--- config.mk ---
export PLATFORM = sky130hd
export DESIGN_NAME = kft_cell
export DESIGN_NICKNAME = d
export VERILOG_FILES = /design/src/design/kft_pkg.sv /design/src/design/kft_cell.sv
export SDC_FILE = /design/constraint.sdc
export NUM_CORES = 1
export LEC_CHECK = 0
export ABC_AREA = 1
export BUFFER_PORTS_ARGS = -buffer_cell sky130_fd_sc_hd__buf_4
export CAP_MARGIN = 20
export CORE_MARGIN = 1
export CORE_UTILIZATION = 59
export DETAILED_ROUTE_END_ITERATION = 10
export PLACE_DENSITY = 0.85
export SLEW_MARGIN = 15
export SYNTH_ARGS = -nofsm -noshare
export SYNTH_HDL_FRONTEND = slang
export SYNTH_SLANG_ARGS = --single-unit
--- constraint.sdc ---
create_clock -name clk -period 7.11 [get_ports clk]
set_input_delay 0.711 -clock clk [delete_from_list [all_inputs] [get_ports clk]]
set_output_delay 0.711 -clock clk [all_outputs]
set_load 0.05 [all_outputs]
--- src/design/kft_pkg.sv ---
// ----------------------------------------------------------------------------
// kft_pkg - shared types and constants for the key frequency table
// Holds the table size, derived widths, the token that walks the cell row
// and the helper that folds an entry index into the result slot field.
// ----------------------------------------------------------------------------
package kft_pkg;

  // Number of table entries, one cell each (range 2 to 4096)
  localparam int unsigned TABLE_ENTRIES = 64;
  localparam int unsigned IDX_W         = $clog2(TABLE_ENTRIES);

  localparam int unsigned KEY_W   = 32;
  localparam int unsigned CNT_W   = 32;
  localparam int unsigned SLOT_W  = 6;
  localparam int unsigned OUT_W   = 40;

  localparam logic [CNT_W-1:0] CNT_MAX = '1;
  localparam logic [CNT_W-1:0] CNT_ONE = CNT_W'(1);

  // Token handed from cell to cell, one per clock while the row advances
  typedef struct packed {
    logic                    vld;      // token carries a key
    logic                    start;    // table is emptied ahead of this key
    logic                    done;     // key already matched or appended
    logic                    was_new;  // key was appended as a new entry
    logic signed [KEY_W-1:0] key;
    logic [IDX_W-1:0]        idx;      // entry that took the key
    logic [CNT_W-1:0]        cnt;      // count after this key
  } kft_tok_t;

  // Report the low bits of an entry index in the slot field
  function automatic logic [SLOT_W-1:0] slot_of(input logic [IDX_W-1:0] idx);
    logic [31:0] wide;
    wide = 32'(idx);
    return wide[SLOT_W-1:0];
  endfunction

endpackage

--- src/design/kft_cell.sv ---
// ----------------------------------------------------------------------------
// kft_cell - one table entry of the key frequency table
// Holds one key and its count. Compares the passing token's key, bumps the
// count on a hit or takes the key when the entry is free, and registers the
// token for the next cell.
// ----------------------------------------------------------------------------
module kft_cell
  import kft_pkg::*;
(
  input  logic             clk,
  input  logic             rst_n,
  input  logic             adv,        // whole row advances this cycle
  input  logic [IDX_W-1:0] cell_idx,   // position of this cell in the row
  input  kft_tok_t         tok_i,
  output kft_tok_t         tok_o
);

  logic             valid_r, valid_nxt;
  logic [KEY_W-1:0] key_r, key_nxt;
  logic [CNT_W-1:0] cnt_r, cnt_nxt;
  kft_tok_t         tok_r, tok_nxt;

  logic             eff_valid;
  logic             hit;
  logic [CNT_W-1:0] cnt_inc;

  // Match, append or pass the token on
  always_comb begin
    tok_nxt   = tok_i;
    valid_nxt = valid_r;
    key_nxt   = key_r;
    cnt_nxt   = cnt_r;
    eff_valid = valid_r && !tok_i.start;
    hit       = eff_valid && (key_r == tok_i.key);
    cnt_inc   = (cnt_r == CNT_MAX) ? cnt_r : cnt_r + CNT_ONE;
    if (tok_i.vld) begin
      valid_nxt = eff_valid;
      if (!tok_i.done) begin
        if (hit) begin
          cnt_nxt      = cnt_inc;
          tok_nxt.done = 1'b1;
          tok_nxt.idx  = cell_idx;
          tok_nxt.cnt  = cnt_inc;
        end else if (!eff_valid) begin
          valid_nxt       = 1'b1;
          key_nxt         = tok_i.key;
          cnt_nxt         = CNT_ONE;
          tok_nxt.done    = 1'b1;
          tok_nxt.was_new = 1'b1;
          tok_nxt.idx     = cell_idx;
          tok_nxt.cnt     = CNT_ONE;
        end
      end
    end
  end

  // Hold entry valid flag and token on stall
  always_ff @(posedge clk) begin
    if (!rst_n) begin
      valid_r <= 1'b0;
      tok_r   <= '0;
    end else if (adv) begin
      valid_r <= valid_nxt;
      tok_r   <= tok_nxt;
    end
  end

  // Entry payload, no reset
  always_ff @(posedge clk) begin
    if (adv) begin
      key_r <= key_nxt;
      cnt_r <= cnt_nxt;
    end
  end

  assign tok_o = tok_r;

endmodule

==> summary.md <==
| Metric | Value |
|---|---|
| Crit-path max FO | about 110 |
| Total GRT Usage | 0.327 |
| Initial Utilization | 0.613 |
| Setup Total Neg Slack | 0 ps |
| Core ar. | 12,100 µm² |
| Primary FF master, synth | dfxtp_1 |
| Port bufs | 156 |
| Pin count of the biggest net entering global routing | between 100 and 150 |
| Setup Fix Bufs, Post-CTS | 0 |
| Max-slew violation count | 0 |
| Syn_area_per_cell | 7.35 µm² |
| Warnings from Yosys | 0 |
| CP required | 7210 ps |
| CTS H-tree depth | 4 |
| Worst VDD drop | 0.000220 V |
| Chip Height | 114 µm |
| P_leak | ~4.3 nW |
| Avg WL per Cell | ~16 µm |
| CP endpoint kind | flop |
| Clock Skew | 10.6 ps |
| I/O pin count | ~160 |
| Top post-synthesis cells by area | edfxtp_1, dfxtp_1, nand2_1 |
| Final setup viols | 0 |
| #FFs+latches synth | 139 |
| Post-synthesis mux area share | 0 |
| Root buffer cell | clkbuf_16 |
| Top-count cell post-synth | nand2_1 |
| RSZ-0062 raised after global routing | no |
| Final ANT Viol Nets | 0 |
| Synthesized cell area | 7420 µm² |
| Via count of the routed design | roughly 7,200 |
| Largest family of logic cells by synthesized area | simple AND/OR/NAND/NOR gates |
| CTS tree | done |
| CP max-delay cell | buf_4 |
| Global-route wire length before repair | 32,900 µm |
| Initial antenna violation count | 0 |
| Final wirelength | 20,700 µm |
| Hold_buf cts | 0 |
| Critical Path Max Stage Delay | roughly 700 ps |
| HPWL after DPL | 14,300 µm |
| Clk buf depth | 2 |
| Post-CTS sizing | 0 |
| PwrDens | between 200 and 250 nW/µm² |
| Synth Area in Compound Gates | 0.123 |
| Worst Path Arrival | 2970 ps |
| Slew Limit Headroom | 0.333 |
| Share of layout cells above drive strength 1 | 0.200 |
| CP most frequent cell | buf_4 |
| Post-route minimum period | 2870 ps |
| Ant. Diodes | 0 |
| Vias in the first global route | 6,946 |
| Cts bufs inserted | 17 |
| Synth Net Count | 1,093 |
| Routability cong. | between 0.9 and 1 |
| Clock latency on the worst-skew pair | 430 ps |
| Critical path class | in2reg |
| Die X | ~110 µm |
| Number of flops mapped to enable cells by yosys | 64 |
| Crit-path cells | buf_4 -> nand2_1 -> nor2_1 -> inv_1 -> nor2_2 -> buf_4 |
| Total power | slightly above 2 mW |
| Nets | ~1,200 |
| Clock sinks | 139 |
| Post-synthesis cell type count | 45 |
| Max Fclk | between 300 and 400 MHz |
| Post-Syn Instances | around 1,000 |
| Initial DRC count | 590 |
| Remaining Overflow, GRT | 0 |
| Clock Pin Slew Worst Setup and Hold Paths | 60 ps |
| Synth area leader | edfxtp_1 |
| Post-synth top area share | 0.259 |
| Register area share after synthesis | 0.461 |
| Status | completed |
| Drt drc | 0 |
| Die area | 13,000 µm² |
| Total iterations of the first detailed-routing run | 5 |
| Asr flop ratio synth | 0 |
| Crit share post-route | 0.403 |
| Via density per instance | 5.43 |
| Area grow syn2layout | 24.3% |
| Final hold violation count | 0 |
| Num rows | 40 |
| XOR/XNOR Fraction of Synth Area | 0.0153 |
| Synth Area in Simple Gates | 0.303 |
| Layout fillers | 900 |
| Worst-Margin Slew | 1000 ps |
| Post-Synth Adder-Cell Area | 0.00169 |
| Top cells by count, synth | nand2_1, inv_1, nor2_1 |
| MaxCap Viol Count | 0 |
| Worst hold path type | reg2reg |
| Worst Setup Start Kind | input pin |
==> cells in the final DEF (no fill, tap or decap), drive strengths merged, types with 6 or more instances in the layout <==
master    n
a21oi    69
a31oi     6
and3      8
buf     160
clkbuf   26
clkinv    9
dfxtp    75
edfxtp   64
inv     141
nand2   257
nand3    59
nand4    24
nor2    137
nor3      6
o21ai    95
xnor2    10
==> flip-flops by register name (all words and copies together) (netlist names) <==
| name | flops |
|---|---|
| cnt_r | 32 |
| key_r | 32 |
| tok_o | 74 |
| valid_r | 1 |
==> area by class of cell <==
| cell class | instances | area (µm²) | area share |
|---|---|---|---|
| clock buffers | 26 | 520 | 0.0564 |
| multi-input cells | 691 | 3290 | 0.357 |
| inverters | 144 | 542 | 0.0587 |
| repair buffers | 160 | 1200 | 0.130 |
| well taps | 168 | 210 | 0.0228 |
| flip-flops and latches | 139 | 3420 | 0.371 |
| clock inverters | 6 | 37.5 | 0.00407 |
==> per-stage QoR <==
step	util	instances	hold slack (ps)	area, µm²	setup WS, ps
finish	0.762	1334	464	9230	4240
global route	0.762	1334	469	9230	4030
CTS	0.762	1334	465	9230	4290
detailed placement	0.716	1302	456	8670	3860
global placement	0.716	1302	454	8670	3910
floorplan	-	1009	465	7420	3820
==> path summary, 6_finish.rpt <==
check | start | endpoint | slack (ps) | cells past startpoint
setup / recovery | adv | key_r[6]$_DFFE_PP_ | 4240 | 6
hold / removal | tok_o[34]$_SDFFE_PN0P_ | tok_o[34]$_SDFFE_PN0P_ | 460 | 2
setup reg to reg | key_r[1]$_DFFE_PP_ | cnt_r[11]$_SDFFCE_PP0P_ | 4310 | 12
hold reg to reg | tok_o[34]$_SDFFE_PN0P_ | tok_o[34]$_SDFFE_PN0P_ | 460 | 2
==> worst max-delay path: cells and delay by family <==
kind                   cells  cell delay [ps]
buffers and inverters      3             1180
AND/OR/NAND/NOR            3             1000
==> cell families (layout without fill, tap and decap cells) <==
kind of cell,Yosys count,in the layout
compound gates,176,176
xor+xnor,13,13
fa+ha+maj,1,1
buf+inv,179,336
flops,139,139
simple gates,501,501
==> metal layers <==
layer | up-vias | global-route usage | wire [µm]
met1 | 3326 | 0.415 | 8610
met4 | 0 | 0.142 | 592
li1 | 3553 | - | -
met2 | 304 | 0.526 | 9810
met3 | 54 | 0.0889 | 1670
met5 | - | 0 | 0
==> where the power goes <==
group	total, mW	switching, mW	internal [mW]
Combinational	0.319	0.216	0.103
Sequential	0.899	0.0237	0.876
Clock	0.828	0.326	0.502
Total	2.05	0.566	1.48
(Power assumes the default switching activity.)
